<file path="src/rrrf_pkg.sv">
// Shared types and codes for the ranging responder retry machine.
package rrrf_pkg;

   localparam logic [1:0] ST_IDLE    = 2'd0;
   localparam logic [1:0] ST_ACKED   = 2'd1;
   localparam logic [1:0] ST_PENDING = 2'd2;
   localparam logic [1:0] ST_SENT    = 2'd3;

   localparam logic [1:0] EV_TX_DONE   = 2'd0;
   localparam logic [1:0] EV_RX_FRAME  = 2'd1;
   localparam logic [1:0] EV_RX_FAIL   = 2'd2;
   localparam logic [1:0] EV_TIMER_EXP = 2'd3;

   localparam logic [2:0] FT_REQ = 3'd1;
   localparam logic [2:0] FT_ACK = 3'd4;

   localparam logic [2:0] RA_NONE        = 3'd0;
   localparam logic [2:0] RA_ACK         = 3'd1;
   localparam logic [2:0] RA_DATA        = 3'd2;
   localparam logic [2:0] RA_IDLE_LISTEN = 3'd3;
   localparam logic [2:0] RA_IDLE        = 3'd4;

   localparam logic [1:0] TA_LEAVE   = 2'd0;
   localparam logic [1:0] TA_RESTART = 2'd1;
   localparam logic [1:0] TA_STOP    = 2'd2;

   localparam logic       REG_RETRY_LIMIT  = 1'b0;
   localparam logic       REG_REQUEST_CODE = 1'b1;

   localparam logic [7:0] RETRY_LIMIT_RESET  = 8'd3;
   localparam logic [7:0] REQUEST_CODE_RESET = 8'd56;
   localparam logic [7:0] ATTEMPTS_MAX       = 8'hFF;

   typedef struct packed {
      logic [1:0] stage;
      logic [7:0] attempts;
      logic [7:0] sequence_num;
   } state_type;

   typedef struct packed {
      logic [1:0] req_type;
      logic [2:0] frame_type;
      logic [7:0] frame_seq;
      logic [7:0] frame_code;
   } event_type;

   typedef struct packed {
      logic [7:0] retry_limit;
      logic [7:0] request_code;
   } config_type;

   typedef struct packed {
      logic [2:0] radio_action;
      logic [1:0] timer_action;
   } action_type;

endpackage

</file>
<file path="src/rrrf_if.sv">
// Valid/ready channel interfaces for event beats and result beats.
interface rrrf_req_if;
   logic       valid;
   logic       ready;
   logic [1:0] req_type;
   logic [2:0] frame_type;
   logic [7:0] frame_seq;
   logic [7:0] frame_code;

   modport source (output valid, req_type, frame_type, frame_seq, frame_code, input ready);
   modport sink (input valid, req_type, frame_type, frame_seq, frame_code, output ready);
endinterface

interface rrrf_rsp_if;
   logic       valid;
   logic       ready;
   logic [2:0] radio_action;
   logic [1:0] timer_action;
   logic [1:0] stage_now;
   logic [7:0] attempts_now;
   logic [7:0] sequence_now;

   modport source (output valid, radio_action, timer_action, stage_now, attempts_now,
                   sequence_now, input ready);
   modport sink (input valid, radio_action, timer_action, stage_now, attempts_now,
                 sequence_now, output ready);
endinterface

</file>
<file path="src/rrrf_step.sv">
// Event decoder: next state and radio/timer actions for one event beat.
module rrrf_step (
   input  rrrf_pkg::state_type  cur_state,
   input  rrrf_pkg::event_type  evt,
   input  rrrf_pkg::config_type cfg,
   output rrrf_pkg::state_type  next_state,
   output rrrf_pkg::action_type act
);
   import rrrf_pkg::*;

   logic [7:0] attempts_inc;

   assign attempts_inc = (cur_state.attempts != ATTEMPTS_MAX) ?
                         cur_state.attempts + 8'd1 : cur_state.attempts;

   always_comb begin
      next_state       = cur_state;
      act.radio_action = RA_NONE;
      act.timer_action = TA_LEAVE;
      case (evt.req_type)
         EV_TX_DONE: begin
            if (cur_state.stage == ST_ACKED) begin
               act.radio_action = RA_DATA;
               act.timer_action = TA_RESTART;
               next_state.stage = ST_PENDING;
            end else if (cur_state.stage == ST_PENDING) begin
               act.timer_action = TA_RESTART;
               next_state.stage = ST_SENT;
            end
         end
         EV_RX_FRAME: begin
            if (evt.frame_type == FT_ACK && cur_state.stage == ST_SENT) begin
               if (evt.frame_seq == cur_state.sequence_num) begin
                  act.timer_action    = TA_STOP;
                  act.radio_action    = RA_IDLE_LISTEN;
                  next_state.stage    = ST_IDLE;
                  next_state.attempts = '0;
               end
            end else if (evt.frame_type == FT_REQ && cur_state.stage == ST_IDLE &&
                         evt.frame_code == cfg.request_code) begin
               act.radio_action        = RA_ACK;
               act.timer_action        = TA_RESTART;
               next_state.sequence_num = evt.frame_seq;
               next_state.stage        = ST_ACKED;
            end else begin
               act.radio_action = RA_IDLE_LISTEN;
            end
         end
         EV_RX_FAIL: begin
            act.radio_action = RA_IDLE;
         end
         EV_TIMER_EXP: begin
            case (cur_state.stage)
               ST_ACKED: begin
                  act.timer_action = TA_STOP;
                  act.radio_action = RA_IDLE_LISTEN;
                  next_state.stage = ST_IDLE;
               end
               ST_PENDING: begin
                  act.timer_action    = TA_STOP;
                  next_state.stage    = ST_IDLE;
                  next_state.attempts = '0;
               end
               ST_SENT: begin
                  if (attempts_inc < cfg.retry_limit) begin
                     act.radio_action    = RA_DATA;
                     next_state.stage    = ST_PENDING;
                     next_state.attempts = attempts_inc;
                  end else begin
                     act.timer_action        = TA_STOP;
                     next_state.stage        = ST_IDLE;
                     next_state.attempts     = '0;
                     next_state.sequence_num = cur_state.sequence_num + 8'd1;
                  end
               end
               default: begin
                  next_state = cur_state;
               end
            endcase
         end
         default: begin
            next_state = cur_state;
         end
      endcase
   end

endmodule

</file>
<file path="src/ranging_responder_retry_fsm.sv">
// Top level of the ranging responder retry machine with APB register port.
//
//   channel  | dir | handshake            | payload
//   req_beat | in  | valid/ready          | req_type, frame_type, frame_seq, frame_code
//   rsp_beat | out | valid/ready          | radio_action, timer_action, stage_now,
//            |     |                      | attempts_now, sequence_now
//   csr_*    | in  | APB, pready always 1 | retry_limit @0x0, request_code @0x4
//
// The decoder sits between the accepted beat and the result register, and a
// beat is taken every cycle while the result register is empty or being drained.
// Synchronous reset clears state and valid and reloads the configuration defaults.
// A stalled result holds in place and blocks only further event beats.
module ranging_responder_retry_fsm (
   input  logic        clock,
   input  logic        reset,
   rrrf_req_if.sink    req_beat,
   rrrf_rsp_if.source  rsp_beat,
   input  logic        csr_psel,
   input  logic        csr_penable,
   input  logic        csr_pwrite,
   input  logic [2:0]  csr_paddr,
   input  logic [31:0] csr_pwdata,
   output logic [31:0] csr_prdata,
   output logic        csr_pready
);
   import rrrf_pkg::*;

   state_type  state_ff, state_in;
   config_type cfg_ff, cfg_in;
   action_type act;
   logic       rsp_valid_ff, rsp_valid_in;
   action_type rsp_act_ff, rsp_act_in;
   state_type  rsp_state_ff, rsp_state_in;
   event_type  evt;
   state_type  step_state;
   logic       accept;
   logic       csr_write;
   logic       csr_index;

   assign evt.req_type   = req_beat.req_type;
   assign evt.frame_type = req_beat.frame_type;
   assign evt.frame_seq  = req_beat.frame_seq;
   assign evt.frame_code = req_beat.frame_code;

   rrrf_step u_step (
      .cur_state  (state_ff),
      .evt        (evt),
      .cfg        (cfg_ff),
      .next_state (step_state),
      .act        (act)
   );

   assign req_beat.ready = !rsp_valid_ff || rsp_beat.ready;
   assign accept         = req_beat.valid && req_beat.ready;

   assign state_in     = accept ? step_state : state_ff;
   assign rsp_valid_in = accept || (rsp_valid_ff && !rsp_beat.ready);
   assign rsp_act_in   = accept ? act : rsp_act_ff;
   assign rsp_state_in = accept ? step_state : rsp_state_ff;

   assign csr_pready = 1'b1;
   assign csr_write  = csr_psel && csr_penable && csr_pwrite;
   assign csr_index  = csr_paddr[2];

   always_comb begin
      cfg_in = cfg_ff;
      if (csr_write) begin
         case (csr_index)
            REG_RETRY_LIMIT:  cfg_in.retry_limit  = csr_pwdata[7:0];
            REG_REQUEST_CODE: cfg_in.request_code = csr_pwdata[7:0];
            default:          cfg_in = cfg_ff;
         endcase
      end
   end

   always_comb begin
      case (csr_index)
         REG_RETRY_LIMIT:  csr_prdata = {24'd0, cfg_ff.retry_limit};
         REG_REQUEST_CODE: csr_prdata = {24'd0, cfg_ff.request_code};
         default:          csr_prdata = '0;
      endcase
   end

   always_ff @(posedge clock) begin
      if (reset) begin
         state_ff            <= '0;
         cfg_ff.retry_limit  <= RETRY_LIMIT_RESET;
         cfg_ff.request_code <= REQUEST_CODE_RESET;
         rsp_valid_ff        <= 1'b0;
      end else begin
         state_ff     <= state_in;
         cfg_ff       <= cfg_in;
         rsp_valid_ff <= rsp_valid_in;
      end
   end

   always_ff @(posedge clock) begin
      rsp_act_ff   <= rsp_act_in;
      rsp_state_ff <= rsp_state_in;
   end

   assign rsp_beat.valid        = rsp_valid_ff;
   assign rsp_beat.radio_action = rsp_act_ff.radio_action;
   assign rsp_beat.timer_action = rsp_act_ff.timer_action;
   assign rsp_beat.stage_now    = rsp_state_ff.stage;
   assign rsp_beat.attempts_now = rsp_state_ff.attempts;
   assign rsp_beat.sequence_now = rsp_state_ff.sequence_num;

`ifndef ASSERT_OFF
   a_accept_fills_rsp: assert property (@(posedge clock) disable iff (reset)
      accept |=> rsp_valid_ff)
      else $error("accepted event beat left no result");

   a_state_held_idle: assert property (@(posedge clock) disable iff (reset)
      !accept |=> $stable(state_ff))
      else $error("state moved without an event beat");

   a_idle_exit: assert property (@(posedge clock) disable iff (reset)
      (accept && state_ff.stage == ST_IDLE) |=>
         (state_ff.stage == ST_IDLE || state_ff.stage == ST_ACKED))
      else $error("idle left for a stage other than request acked");

   a_attempts_stage: assert property (@(posedge clock) disable iff (reset)
      (state_ff.attempts != 8'd0) |->
         (state_ff.stage == ST_PENDING || state_ff.stage == ST_SENT))
      else $error("attempt count live outside the data stages");

   a_rsp_matches_state: assert property (@(posedge clock) disable iff (reset)
      accept |=> (rsp_state_ff == state_ff))
      else $error("result state differs from stored state");
`endif

endmodule

</file>
<file path="src/flat_wrapper.sv">
// flat-port wrapper written by rule: the top's interface ports become plain ports
module ranging_responder_retry_fsm_flat import rrrf_pkg::*;
  (clock, reset, csr_psel, csr_penable, csr_pwrite, csr_paddr, csr_pwdata, csr_prdata, csr_pready, req_beat_valid, req_beat_req_type, req_beat_frame_type, req_beat_frame_seq, req_beat_frame_code, req_beat_ready, rsp_beat_valid, rsp_beat_radio_action, rsp_beat_timer_action, rsp_beat_stage_now, rsp_beat_attempts_now, rsp_beat_sequence_now, rsp_beat_ready);
  rrrf_req_if req_beat_i ();
  rrrf_rsp_if rsp_beat_i ();
  input  logic clock;
  input  logic reset;
  input  logic csr_psel;
  input  logic csr_penable;
  input  logic csr_pwrite;
  input  logic [2:0] csr_paddr;
  input  logic [31:0] csr_pwdata;
  output logic [31:0] csr_prdata;
  output logic csr_pready;
  input wire logic [$bits(req_beat_i.valid)-1:0] req_beat_valid;
  input wire logic [$bits(req_beat_i.req_type)-1:0] req_beat_req_type;
  input wire logic [$bits(req_beat_i.frame_type)-1:0] req_beat_frame_type;
  input wire logic [$bits(req_beat_i.frame_seq)-1:0] req_beat_frame_seq;
  input wire logic [$bits(req_beat_i.frame_code)-1:0] req_beat_frame_code;
  output wire logic [$bits(req_beat_i.ready)-1:0] req_beat_ready;
  output wire logic [$bits(rsp_beat_i.valid)-1:0] rsp_beat_valid;
  output wire logic [$bits(rsp_beat_i.radio_action)-1:0] rsp_beat_radio_action;
  output wire logic [$bits(rsp_beat_i.timer_action)-1:0] rsp_beat_timer_action;
  output wire logic [$bits(rsp_beat_i.stage_now)-1:0] rsp_beat_stage_now;
  output wire logic [$bits(rsp_beat_i.attempts_now)-1:0] rsp_beat_attempts_now;
  output wire logic [$bits(rsp_beat_i.sequence_now)-1:0] rsp_beat_sequence_now;
  input wire logic [$bits(rsp_beat_i.ready)-1:0] rsp_beat_ready;
  assign req_beat_i.valid = req_beat_valid;
  assign req_beat_i.req_type = req_beat_req_type;
  assign req_beat_i.frame_type = req_beat_frame_type;
  assign req_beat_i.frame_seq = req_beat_frame_seq;
  assign req_beat_i.frame_code = req_beat_frame_code;
  assign req_beat_ready = req_beat_i.ready;
  assign rsp_beat_valid = rsp_beat_i.valid;
  assign rsp_beat_radio_action = rsp_beat_i.radio_action;
  assign rsp_beat_timer_action = rsp_beat_i.timer_action;
  assign rsp_beat_stage_now = rsp_beat_i.stage_now;
  assign rsp_beat_attempts_now = rsp_beat_i.attempts_now;
  assign rsp_beat_sequence_now = rsp_beat_i.sequence_now;
  assign rsp_beat_i.ready = rsp_beat_ready;
  ranging_responder_retry_fsm u_core (.clock(clock), .reset(reset), .req_beat(req_beat_i), .rsp_beat(rsp_beat_i), .csr_psel(csr_psel), .csr_penable(csr_penable), .csr_pwrite(csr_pwrite), .csr_paddr(csr_paddr), .csr_pwdata(csr_pwdata), .csr_prdata(csr_prdata), .csr_pready(csr_pready));
endmodule
</file>
<file path="config.mk">
export PLATFORM = sky130hd
export DESIGN_NAME = ranging_responder_retry_fsm_flat
export DESIGN_NICKNAME = d
export VERILOG_FILES = /design/src/rrrf_pkg.sv /design/src/rrrf_if.sv /design/src/rrrf_step.sv /design/src/ranging_responder_retry_fsm.sv /design/src/flat_wrapper.sv
export SDC_FILE = /design/constraint.sdc
export NUM_CORES = 1
export LEC_CHECK = 0
export BUFFER_PORTS_ARGS = -buffer_cell sky130_fd_sc_hd__buf_2
export CAP_MARGIN = 30
export CORE_MARGIN = 2
export CORE_UTILIZATION = 51
export DETAILED_ROUTE_END_ITERATION = 8
export GPL_TIMING_DRIVEN = 0
export PLACE_DENSITY = 0.79
export SYNTH_ARGS = -nofsm -noshare
export SYNTH_HDL_FRONTEND = slang
export SYNTH_SLANG_ARGS = --single-unit
</file>
<file path="constraint.sdc">
create_clock -name clock -period 3.79 [get_ports clock]
set_clock_uncertainty 0.05 [all_clocks]
set_input_delay 0.5685 -clock clock [delete_from_list [all_inputs] [get_ports clock]]
set_output_delay 0.5685 -clock clock [all_outputs]
set_load 0.05 [all_outputs]
</file>
After elaboration in Yosys (flattened, before gate mapping)
Index checks and enable logic that the tools add are counted.
W data, S select, Z words.
{"block": "classes", "n_addsub": 2, "multipliers": 0, "div_mod_pow": 0, "order_cmp": 1, "n_eq_ne": 11, "shift": 0, "mux": 30, "bitwise": 1, "n_reduce_logical": 16}
{"cell": "$pmux W32 S2", "count": 1}
{"cell": "$mux W8", "count": 6}
{"cell": "$pmux W16 S2", "count": 1}
{"cell": "$mux W10", "count": 2}
{"cell": "$mux W2", "count": 9}
{"cell": "$add A8 B1 Y8 const B", "count": 2}
{"cell": "$eq A8 B8 Y1", "count": 2}
{"cell": "$pmux W8 S2", "count": 1}
{"cell": "$pmux W2 S2", "count": 3}
{"cell": "$pmux W2 S3", "count": 2}
{"cell": "$pmux W3 S4", "count": 1}
{"cell": "$eq A2 B2 Y1 const B", "count": 4}
{"cell": "$lt A8 B8 Y1", "count": 1}
{"cell": "$ne A8 B8 Y1 const B", "count": 1}
{"cell": "$logic_and A1 B1 Y1", "count": 7}
{"cell": "$mux W5", "count": 1}
{"cell": "$eq A2 B1 Y1 const B", "count": 2}
{"cell": "$logic_not A2 Y1", "count": 2}
{"cell": "$mux W4", "count": 1}
{"cell": "$reduce_and A2 Y1", "count": 2}
{"cell": "$eq A3 B1 Y1 const B", "count": 1}
{"cell": "$eq A3 B3 Y1 const B", "count": 1}
{"cell": "$logic_not A1 Y1", "count": 2}
{"cell": "$logic_or A1 B1 Y1", "count": 2}
{"cell": "3 further kinds", "count": 4}
{"block": "word_totals", "regBits": 58, "latchBits": 0, "ramBits": 0, "romBits": 0, "inputBits": 63, "output_inout_bits": 58, "memories": 0}

Depth between registers and ports, before layout
Gate-level depths: netlist (run 1).
{"block": "depth", "ltp_word": 6, "depth_mapped": 14, "ltp_nobuf": 12}

Hierarchy
From an unflattened synthesis (run 1), not the netlist that was laid out.
{"block": "hier_totals", "hier_cells": 430, "area_unflattened_um2": 3937.5}
{"module": "ranging_responder_retry_fsm", "n_inst": 1, "cells_per_inst": 205, "area_per_inst_um2": 2414.8, "seq_area_each_um2": 1391.3}
{"module": "rrrf_step", "n_inst": 1, "cells_per_inst": 225, "area_per_inst_um2": 1522.7, "seq_area_each_um2": 0.0}

Worst setup path after synthesis (run 1)
No wires, ideal clock.
{"block": "synth_timing", "kind": "input to register", "startpoint": "in rsp_beat_ready", "endpoint": "reg u_core.state_ff[4] (netlist bit)", "setup_time_ns": 0.086, "arrival_time_ns": 2.823, "required_time_ns": 3.654, "setup_slack_ns": 0.831, "stages": 6, "path_buffers": 1, "path_cell_list": "nand2b_1 nand2_1 clkinv_1 clkbuf_1 o311ai_0 a211oi_1"}
{"block": "synth_via", "elab_chain_cells": 2}
{"element": "start: declaration", "line_no": "flat_wrapper.sv:27", "text": "input wire logic [$bits(rsp_beat_i.ready)-1:0] rsp_beat_ready;"}
{"element": "$logic_or A1 B1 Y1", "line_no": "ranging_responder_retry_fsm.sv:53", "text": "assign req_beat.ready = !rsp_valid_ff || rsp_beat.ready;"}
{"element": "$logic_and A1 B1 Y1", "line_no": "ranging_responder_retry_fsm.sv:54", "text": "assign accept = req_beat.valid && req_beat.ready;"}
{"element": "via u_core.accept", "line_no": "ranging_responder_retry_fsm.sv:36", "text": "logic accept;"}
{"element": "end signal: assignment", "line_no": "ranging_responder_retry_fsm.sv:91", "text": "state_ff <= state_in;"}
{"element": "end: declaration", "line_no": "ranging_responder_retry_fsm.sv:28", "text": "state_type state_ff, state_in;"}
The timed path passes the listed nets, and every way through them passes these cells.
A chain may end at the register's enable or synchronous reset.

==> results of run 1 <==
power groups by stage:
stage	Clock, mW	Sequential, mW	Combinational, mW
5_1_grt	0.551	0.685	0.332
6_report	0.518	0.682	0.312
3_5_place_dp	0	0.696	0.307
3_3_place_gp	0	0.695	0.304
4_1_cts	0.525	0.682	0.309
2_1_floorplan	0	0.747	0.187
placed cells by master, fill, tap and decap left out, types with 5 or more instances in the layout:
master,instances
clkbuf_8,11
a21oi_1,21
a22o_1,6
clkbuf_1,12
nor2b_1,5
dfxtp_1,35
ha_1,14
o21ai_0,18
nand4_1,11
inv_1,17
buf_2,73
nand3_1,8
mux2i_1,8
nand2_1,57
nor2_1,36
xnor2_1,20
a22oi_1,12
o22ai_1,6
nor3_1,11
conb_1,25
edfxtp_1,23
buf_4,26
cell usage after synthesis, drive strengths merged, types with 8 or more instances:
library cell,instances,area (µm²)
nand2,57,214.0
nor2,36,135.1
buf,35,245.2
dfxtp,35,700.7
edfxtp,23,690.7
a21oi,21,105.1
o21ai,20,103.9
xnor2,20,175.2
inv,17,63.81
ha,14,175.2
a22oi,12,90.09
clkbuf,12,46.29
nand4,12,81.33
nor3,12,65.06
nand3,9,50.05
mux2i,8,80.08
registers in the layout, summed over array words and instances (netlist names):
| name | flops |
|---|---|
| u_core.cfg_ff | 16 |
| u_core.rsp_beat.timer_action | 2 |
| u_core.rsp_beat.sequence_now | 8 |
| u_core.rsp_beat.attempts_now | 8 |
| u_core.rsp_beat.radio_action | 3 |
| u_core.state_ff | 18 |
| u_core.rsp_beat.stage_now | 2 |
| u_core.rsp_beat.valid | 1 |
logic make-up after synthesis:
| family | after synthesis | share of synthesized area, % |
|---|---|---|
| xor+xnor | 20 | 4.725 |
| flops | 58 | 37.53 |
| other cells | 2 | 0.2026 |
| compound gates | 105 | 20.39 |
| fa+ha+maj | 14 | 4.725 |
| buf+inv | 65 | 9.686 |
| simple gates | 153 | 20.28 |
| mux | 9 | 2.464 |
final cells by class:
class	instances	area (µm²)
fill	650	2714
multi-input combinational	326	2043
sequential	58	1391
timing repair buffer	66	330.3
buffer	47	292.8
clock buffer	13	158.9
tap	99	123.9
inverter	18	67.56
clock inverter	3	15.01
stage by stage:
step           total power, mW  hold WS [ns]  cell area (µm²)
2_1_floorplan           0.9336        0.4083             3794
3_3_place_gp            0.9995        0.4208             4248
3_5_place_dp             1.003        0.4296             4249
4_1_cts                  1.516        0.3932             4423
5_1_grt                  1.567        0.4026             4423
6_report                 1.512        0.4018             4423
metal layers:
layer	routed length (µm)	GRT usage, %	part of all wire (%)
met4	213	11.80	2.3
met3	916	6.464	9.7
met2	4302	37.64	46
met5	0	0	0
met1	3984	31.20	42
how the worst max path moves through the flow:
| stage | start | endpoint | slack (ns) | cells after the start |
|---|---|---|---|---|
| after CTS | u_core.state_ff[9]$_SDFFE_PP0P_ | u_core.rsp_beat.sequence_now[2]$_DFFE_PP_ | 0.41 | 13 |
| after global routing | u_core.state_ff[9]$_SDFFE_PP0P_ | u_core.rsp_beat.sequence_now[7]$_DFFE_PP_ | 0.12 | 13 |
| after global placement | u_core.state_ff[9]$_SDFFE_PP0P_ | u_core.rsp_beat.sequence_now[4]$_DFFE_PP_ | 0.46 | 13 |
| after detailed placement | u_core.state_ff[9]$_SDFFE_PP0P_ | u_core.rsp_beat.sequence_now[4]$_DFFE_PP_ | 0.45 | 13 |
| final | u_core.state_ff[9]$_SDFFE_PP0P_ | u_core.rsp_beat.sequence_now[7]$_DFFE_PP_ | 0.37 | 13 |
| after floorplan | rsp_beat_ready | u_core.state_ff[4]$_SDFFE_PP0P_ | 0.83 | 6 |
worst register-to-register path, cell delays in order, from the launching register on:
cell and delay [ns]:
dfxtp_1 0.48, ha_1 0.21, clkbuf_2 0.19, and3_1 0.21, nand2_1 0.14, nand2_1 0.11, nand2_1 0.11, ha_1 0.22
nor3b_1 0.37, o2111ai_2 0.21, a31oi_4 0.24, buf_2 0.27, nor3_1 0.09, a311oi_1 0.33
==> results.json, run 1 <==
{
  "status": "completed",
  "tightestPinTransition_ns": 0.9804,
  "r2r-end": "u_core.rsp_beat.sequence_now[7]$_DFFE_PP_",
  "min_path_type": "in -> reg",
  "grt_use_total_pct": 24.21,
  "ys_seq_elements": 58,
  "cp_num_buf_inv": 2,
  "clkSinkCount": 58,
  "maxSlewViolCount": 0,
  "synth_edf_count": 23,
  "ys_async_sr_fraction_pct": 0,
  "core-area_um2": 7137,
  "dp.cells": 614,
  "setup-violations-final": 0,
  "path_class": "reg -> reg",
  "cts_buffers": 9,
  "power_density_nw_per_um2": 341.8,
  "cp_max_fo": 10,
  "worstPathArrival_ns": 3.52,
  "totalNegativeSetupSlack_ns": 0,
  "gr-total-overflow": 0,
  "postCtsSetupRepairBufs": 0,
  "cts_tree": "built",
  "final_util_pct": 61.97,
  "post-route-period-util_pct": 90.31,
  "avgSynthCellArea_um2": 8.703,
  "die_area_um2": 7967,
  "cap_viol_max_count": 0,
  "die-width_um": 89.26,
  "path_delay_family": "simple AND/OR/NAND/NOR gates",
  "pre_cts_ws_ns": 0.4503,
  "grt_pass1_vias": 3248,
  "synth_warnings": 0,
  "regToRegSetupSlack_ns": 0.37,
  "start_util_pct": 51.95,
  "p_sw_uw": 485.0,
  "static-leakage-power_nw": 1.834,
  "final_cells": 630,
  "hold_viol_final": 0,
  "worst_slack_ns": 0.3673,
  "dpl.hpwl_um": 6947,
  "worstSkewPairLatency_ns": 0.35,
  "postSynthCellCount": 426,
  "seq_area_frac_synth_pct": 37.53,
  "cts.clk_slew.worst_paths_ns": 0.07,
  "internal_power_mw": 1.027,
  "relSlewSlack_pct": 34.40,
  "fmax_mhz": 292.2,
  "ir_drop_mv": 0.2331,
  "clk_path_buf_depth": 2,
  "comb_power_share_pct": 20.6,
  "path_common_cell": "nand2_1",
  "clockPowerShare_pct": 34.2,
  "slowest_delay_ns": 0.48,
  "cts_resized": 0,
  "grt_setup_unrepaired": "false",
  "area_growth_pct": 19.30,
  "drc": 0,
  "synth_area_um2": 3707,
  "routed_wl_um": 9416,
  "swShare_pct": 32.09,
  "antenna_left": 0,
  "fin_crit_ns": 3.423,
  "final_nets": 603,
  "first_iter_violations": 322,
  "synthFlopType": "dfxtp_1",
  "grt_max_degree": 33,
  "via_per_inst": 5.583,
  "hold_end": "u_core.cfg_ff[5]$_SDFFE_PP1P_",
  "io_pins": 121,
  "gp_congestion": 0.9287,
  "p_seq_share_pct": 45.1,
  "cp_cell_sequence": "ha_1 > clkbuf_2 > and3_1 > nand2_1 > nand2_1 > nand2_1 > ha_1 > nor3b_1 > o2111ai_2 > a31oi_4 > buf_2 > nor3_1 > a311oi_1",
  "cts_max_level": 3,
  "root_buffer": "clkbuf_8",
  "num_antenna_cells": 0,
  "hold_start": "csr_pwdata[5]",
  "antenna_found_initial": 0,
  "drive_above_1_share_pct": 24.48,
  "reg2regPathDepth": 13,
  "worstPathRequired_ns": 3.89,
  "critPathLaunchType": "flop",
  "ys_types": 66,
  "hold_buffers": 0,
  "hold-path-cell-count": 3,
  "dr.pass1.iters": 5,
  "crit_slowest_cell": "dfxtp_1",
  "wire_per_inst_um": 14.95,
  "num_vias": 3517,
  "end_kind": "flop",
  "rows": 31,
  "numPortBuffers": 66,
  "die_height_um": 89.26,
  "r2r_start": "u_core.state_ff[9]$_SDFFE_PP0P_",
  "grt_pass1_wl_um": 14660
}
Power figures use the tool's default switching activity.
==> inputs of run 2 (changes only) <==
--- a/config.mk
+++ b/config.mk
@@ -8,10 +8,10 @@
 export BUFFER_PORTS_ARGS = -buffer_cell sky130_fd_sc_hd__buf_2
 export CAP_MARGIN = 30
 export CORE_MARGIN = 2
-export CORE_UTILIZATION = 51
+export CORE_UTILIZATION = 40
 export DETAILED_ROUTE_END_ITERATION = 8
 export GPL_TIMING_DRIVEN = 0
-export PLACE_DENSITY = 0.79
+export PLACE_DENSITY = 0.64
 export SYNTH_ARGS = -nofsm -noshare
 export SYNTH_HDL_FRONTEND = slang
 export SYNTH_SLANG_ARGS = --single-unit
==> results.json, run 2 (synthesis gave the netlist of run 1 again) <==
{
  "worstPathRequired_ns": 3.82,
  "end_kind": "flop",
  "fmax_mhz": 288.6,
  "min_path_type": "in -> reg",
  "post-route-period-util_pct": 91.44,
  "grt_pass1_vias": 3199,
  "final_common_cell": "buf_2",
  "cts_buffers": 9,
  "regMostFlops": "u_core.state_ff",
  "antenna_found_initial": 0,
  "cts_max_level": 3,
  "critPathLaunchType": "flop",
  "first_iter_violations": 285,
  "io_pins": 121,
  "num_antenna_cells": 0,
  "postCtsSetupRepairBufs": 0,
  "rows": 35,
  "grt_pass1_wl_um": 15580,
  "maxSlewViolCount": 0,
  "hold_buffers": 0,
  "worstPathArrival_ns": 3.50,
  "post_dp_cell_area_um2": 4264,
  "dr.pass1.iters": 5,
  "cp_max_fo": 10,
  "final_nets": 603,
  "power_density_nw_per_um2": 356.2,
  "top_regs": "u_core.state_ff x18, u_core.cfg_ff x16",
  "largest_reg_flops": 18,
  "total_power_mw": 1.593,
  "ir_drop_mv": 0.1993,
  "drc": 0,
  "tightestPinTransition_ns": 0.8723,
  "die_height_um": 100.3,
  "gp_congestion": 0.9100,
  "drive_above_1_share_pct": 24.48,
  "area_growth_pct": 20.62,
  "numPortBuffers": 66,
  "via_per_inst": 5.330,
  "status": "completed",
  "gr-total-overflow": 0,
  "cap_viol_max_count": 0,
  "stdcell_area_um2": 4472,
  "grt_max_degree": 33,
  "totalNegativeSetupSlack_ns": 0,
  "clk_path_buf_depth": 2,
  "path_class": "reg -> reg",
  "hold_viol_final": 0,
  "worstSkewPairLatency_ns": 0.34,
  "final_cell_mix": "73 x buf_2, 57 x nand2_1, 36 x nor2_1, 35 x dfxtp_1, 26 x buf_4",
  "grt_setup_unrepaired": "false",
  "static-leakage-power_nw": 1.847,
  "wire_per_inst_um": 14.80,
  "num_vias": 3422,
  "fin_crit_ns": 3.466,
  "grt_use_total_pct": 19.50,
  "dpl.hpwl_um": 7155,
  "cts_tree": "built",
  "setup-violations-final": 0,
  "antenna_left": 0,
  "die-width_um": 100.3,
  "cts.clk_slew.worst_paths_ns": 0.07,
  "clkSinkCount": 58,
  "cts_resized": 0,
  "routed_wl_um": 9500,
  "start_util_pct": 40.70,
  "core-area_um2": 9109,
  "die_area_um2": 10050,
  "relSlewSlack_pct": 41.64,
  "root_buffer": "clkbuf_8"
}
## run 2: cell count changes in the layout (fill, tap and decap cells not counted), sizes merged
| cell | before | now |
|---|---|---|
| bufinv | 0 | 1 |
| clkbuf | 25 | 26 |
| clkinv | 4 | 2 |
## run 2: through the flow
step	hold slack [ns]	utilization (%)	cells	setup WS, ns
floorplan	0.4083	-	449	0.8312
global placement	0.4237	46.80	626	0.4321
detailed placement	0.4309	46.81	626	0.3858
CTS	0.3899	49.09	642	0.3630
global route	0.4076	49.09	642	0.07956
finish	0.4073	49.09	642	0.3244
## run 2: power by group
group          internal (mW)  switching, mW  total [mW]
clock                  0.357          0.243       0.600
sequential             0.671         0.0103       0.682
combinational         0.0853          0.226       0.311
## run 2: layout make-up
class | count | area, µm²
fillers | 900 | 4637
multi-input cells | 326 | 2043
flip-flops and latches | 58 | 1391
repair buffers | 66 | 330.3
plain buffers | 47 | 292.8
clock buffers | 14 | 172.7
well taps | 111 | 138.9
inverters | 18 | 67.56
clock inverters | 2 | 35.03
## run 2: routing by layer
metal | vias to the layer above | part of all wire [%] | wire (µm) | global-route usage [%]
li1 | 1698 | - | - | -
met1 | 1545 | 46 | 4329 | 26.56
met2 | 158 | 44 | 4170 | 29.99
met3 | 21 | 8.4 | 798 | 3.969
met4 | 0 | 2.1 | 201 | 8.430
met5 | - | 0 | 0 | 0
## run 2: critical path: stages, from the launching register on
cell	delay, ns
dfxtp_1	0.39
ha_1	0.22
clkbuf_2	0.16
and3_1	0.22
nand2_1	0.15
o21ai_0	0.22
ha_1	0.28
nor3b_1	0.38
o2111ai_2	0.21
a31oi_4	0.24
buf_2	0.28
nor3_1	0.08
nor3_1	0.21
nor2_1	0.10
## run 2: worst paths after layout
path	slack [ns]	cells past startpoint	endpoint	startpoint
worst min register to register	0.44	2	u_core.cfg_ff[0]$_SDFFE_PP0P_	u_core.cfg_ff[0]$_SDFFE_PP0P_
worst min-delay path	0.41	3	u_core.cfg_ff[3]$_SDFFE_PP1P_	csr_pwdata[3]
worst max register to register	0.32	13	u_core.rsp_beat.sequence_now[4]$_DFFE_PP_	u_core.state_ff[9]$_SDFFE_PP0P_
worst max-delay path	0.32	13	u_core.rsp_beat.sequence_now[4]$_DFFE_PP_	u_core.state_ff[9]$_SDFFE_PP0P_
==> inputs of run 3 (changes only) <==
--- a/config.mk
+++ b/config.mk
@@ -5,13 +5,14 @@
 export SDC_FILE = /design/constraint.sdc
 export NUM_CORES = 1
 export LEC_CHECK = 0
-export BUFFER_PORTS_ARGS = -buffer_cell sky130_fd_sc_hd__buf_2
 export CAP_MARGIN = 30
+export CORE_ASPECT_RATIO = 0.9
 export CORE_MARGIN = 2
 export CORE_UTILIZATION = 40
 export DETAILED_ROUTE_END_ITERATION = 8
+export DONT_BUFFER_PORTS = 1
 export GPL_TIMING_DRIVEN = 0
-export PLACE_DENSITY = 0.64
+export PLACE_DENSITY_LB_ADDON = 0.1
 export SYNTH_ARGS = -nofsm -noshare
 export SYNTH_HDL_FRONTEND = slang
 export SYNTH_SLANG_ARGS = --single-unit
==> results.json, run 3 (synthesis gave the netlist of run 1 again) <==
{
  "status": "completed",
  "grt_max_degree": 33,
  "slowest_delay_ns": 0.38,
  "internal_power_mw": 1.030,
  "power_density_nw_per_um2": 366.2,
  "final_util_pct": 45.69,
  "start_util_pct": 41.00,
  "ir_drop_mv": 0.2047,
  "final_nets": 537,
  "num_antenna_cells": 0,
  "fin_crit_ns": 3.410,
  "worstSkewPairLatency_ns": 0.34,
  "p_sw_uw": 483.2,
  "core-area_um2": 9042,
  "num_vias": 3161,
  "routed_wl_um": 9803,
  "multi_input_area_um2": 2043,
  "root_buffer": "clkbuf_8",
  "reg2regPathDepth": 13,
  "p_seq_share_pct": 48.7,
  "swShare_pct": 31.94,
  "comb_power_share_pct": 14.5,
  "final_cell_mix": "57 x nand2_1, 36 x nor2_1, 35 x dfxtp_1, 26 x buf_4, 25 x conb_1",
  "post-route-period-util_pct": 89.98,
  "hold_buffers": 0,
  "grt_setup_unrepaired": "false",
  "wire_per_inst_um": 16.70,
  "largest_reg_flops": 18,
  "grt_use_total_pct": 20.14,
  "die_height_um": 95.33,
  "fmax_mhz": 293.2,
  "io_pins": 121,
  "hold_end": "u_core.rsp_beat.valid$_SDFF_PP0_",
  "min_path_type": "in -> reg",
  "cts_tree": "built",
  "hold-path-cell-count": 2,
  "critPathLaunchType": "flop",
  "crit_slowest_cell": "dfxtp_1",
  "regToRegSetupSlack_ns": 0.38,
  "worstPathRequired_ns": 3.83,
  "postCtsSetupRepairBufs": 0,
  "cp_cell_sequence": "ha_1 > clkbuf_2 > and3_1 > nand2_1 > o21ai_0 > ha_1 > nor3b_1 > o2111ai_2 > a31oi_4 > buf_2 > nor3_1 > nor3_1 > nor2_1",
  "grt_pass1_wl_um": 15770,
  "drc": 0,
  "path_class": "reg -> reg",
  "cts_max_level": 3,
  "regArea_um2": 1391,
  "grt_pass1_vias": 3006,
  "numPortBuffers": 0,
  "end_kind": "flop",
  "cts_resized": 0,
  "clkSinkCount": 58,
  "drive_above_1_share_pct": 13.55,
  "whs_ns": 0.3013,
  "tightestPinTransition_ns": 1.008,
  "die_area_um2": 10060,
  "static-leakage-power_nw": 1.563,
  "r2r_start": "u_core.state_ff[9]$_SDFFE_PP0P_",
  "gr-total-overflow": 0,
  "maxSlewViolCount": 0,
  "clockPowerShare_pct": 36.7,
  "hold_start": "req_beat_valid",
  "top_regs": "u_core.state_ff x18, u_core.cfg_ff x16",
  "cts.clk_slew.worst_paths_ns": 0.07,
  "via_per_inst": 5.385,
  "stdcell_area_um2": 4131,
  "cp_max_fo": 10,
  "post_dp_cell_area_um2": 3948,
  "relSlewSlack_pct": 32.37,
  "r2r-end": "u_core.rsp_beat.sequence_now[4]$_DFFE_PP_",
  "regMostFlops": "u_core.state_ff",
  "clk_path_buf_depth": 2,
  "first_iter_violations": 118,
  "gp_congestion": 0.8578,
  "dpl.hpwl_um": 7153,
  "cap_viol_max_count": 0,
  "die-width_um": 105.5,
  "nFillCells": 905,
  "final_common_cell": "nand2_1",
  "cts_buffers": 9,
  "antenna_left": 0,
  "setup-violations-final": 0,
  "hold_viol_final": 0,
  "rows": 33,
  "antenna_found_initial": 0,
  "dr.pass1.iters": 5,
  "area_growth_pct": 11.44,
  "worstPathArrival_ns": 3.45
}
==> run 3: cell types whose count changed in the layout (fill, tap and decap cells not counted), sizes merged <==
cell    before  now
clkinv       2    7
buf        101   35
clkbuf      26   21
==> run 3: worst max-delay path by stage <==
stage,from,to,slack (ns),cells after the start
after floorplan,rsp_beat_ready,u_core.state_ff[4]$_SDFFE_PP0P_,0.83,6
after detailed placement,u_core.state_ff[9]$_SDFFE_PP0P_,u_core.rsp_beat.sequence_now[4]$_DFFE_PP_,0.43,13
final,u_core.state_ff[9]$_SDFFE_PP0P_,u_core.rsp_beat.sequence_now[4]$_DFFE_PP_,0.38,13
after global routing,u_core.state_ff[9]$_SDFFE_PP0P_,u_core.rsp_beat.sequence_now[2]$_DFFE_PP_,0.08,14
after global placement,rsp_beat_ready,u_core.state_ff[4]$_SDFFE_PP0P_,-0.05,6
after CTS,u_core.state_ff[9]$_SDFFE_PP0P_,u_core.rsp_beat.sequence_now[4]$_DFFE_PP_,0.39,13
==> run 3: area by class of cell <==
cell class                      instances  share of cell area (%)
Multi-Input combinational cell        326                   49.45
Sequential cell                        58                   33.68
Buffer                                 47                   7.087
Tap cell                              122                   3.695
Clock buffer                            9                   2.998
Inverter                               18                   1.635
Clock inverter                          7                   1.454
==> run 3: power groups by stage <==
stage               combinational [mW]  clock [mW]  sequential (mW)
global placement                 0.216           0            0.751
floorplan                        0.187           0            0.747
global route                     0.237       0.605            0.739
finish                           0.220       0.556            0.737
detailed placement               0.218           0            0.752
CTS                              0.219       0.576            0.737
==> run 3: metal layers <==
| metal | track usage [%] | wire [µm] | vias up |
|---|---|---|---|
| li1 | - | - | 1562 |
| met1 | 27.41 | 4652 | 1470 |
| met2 | 31.08 | 4413 | 118 |
| met3 | 6.972 | 660 | 11 |
| met4 | 4.111 | 76 | 0 |
| met5 | 0 | 0 | - |
==> run 3: stage by stage <==
stage / power [mW] / setup TNS, ns / std cells / setup WS [ns]
2_1_floorplan: 0.9336 / 0 / 449 / 0.8312
3_3_place_gp: 0.9674 / -0.05372 / 571 / -0.05372
3_5_place_dp: 0.9698 / 0 / 571 / 0.4253
4_1_cts: 1.533 / 0 / 587 / 0.3874
5_1_grt: 1.580 / 0 / 587 / 0.08305
6_report: 1.513 / 0 / 587 / 0.3796
==> run 3: critical path, delay by kind of cell, from the launching register on <==
kind	cells	cell delay, ns
adders and majority gates	2	0.50
buffers and inverters	2	0.43
and+or+nand+nor	6	1.13
DFF	1	0.38
AOI/OAI and AO/OA	3	0.68
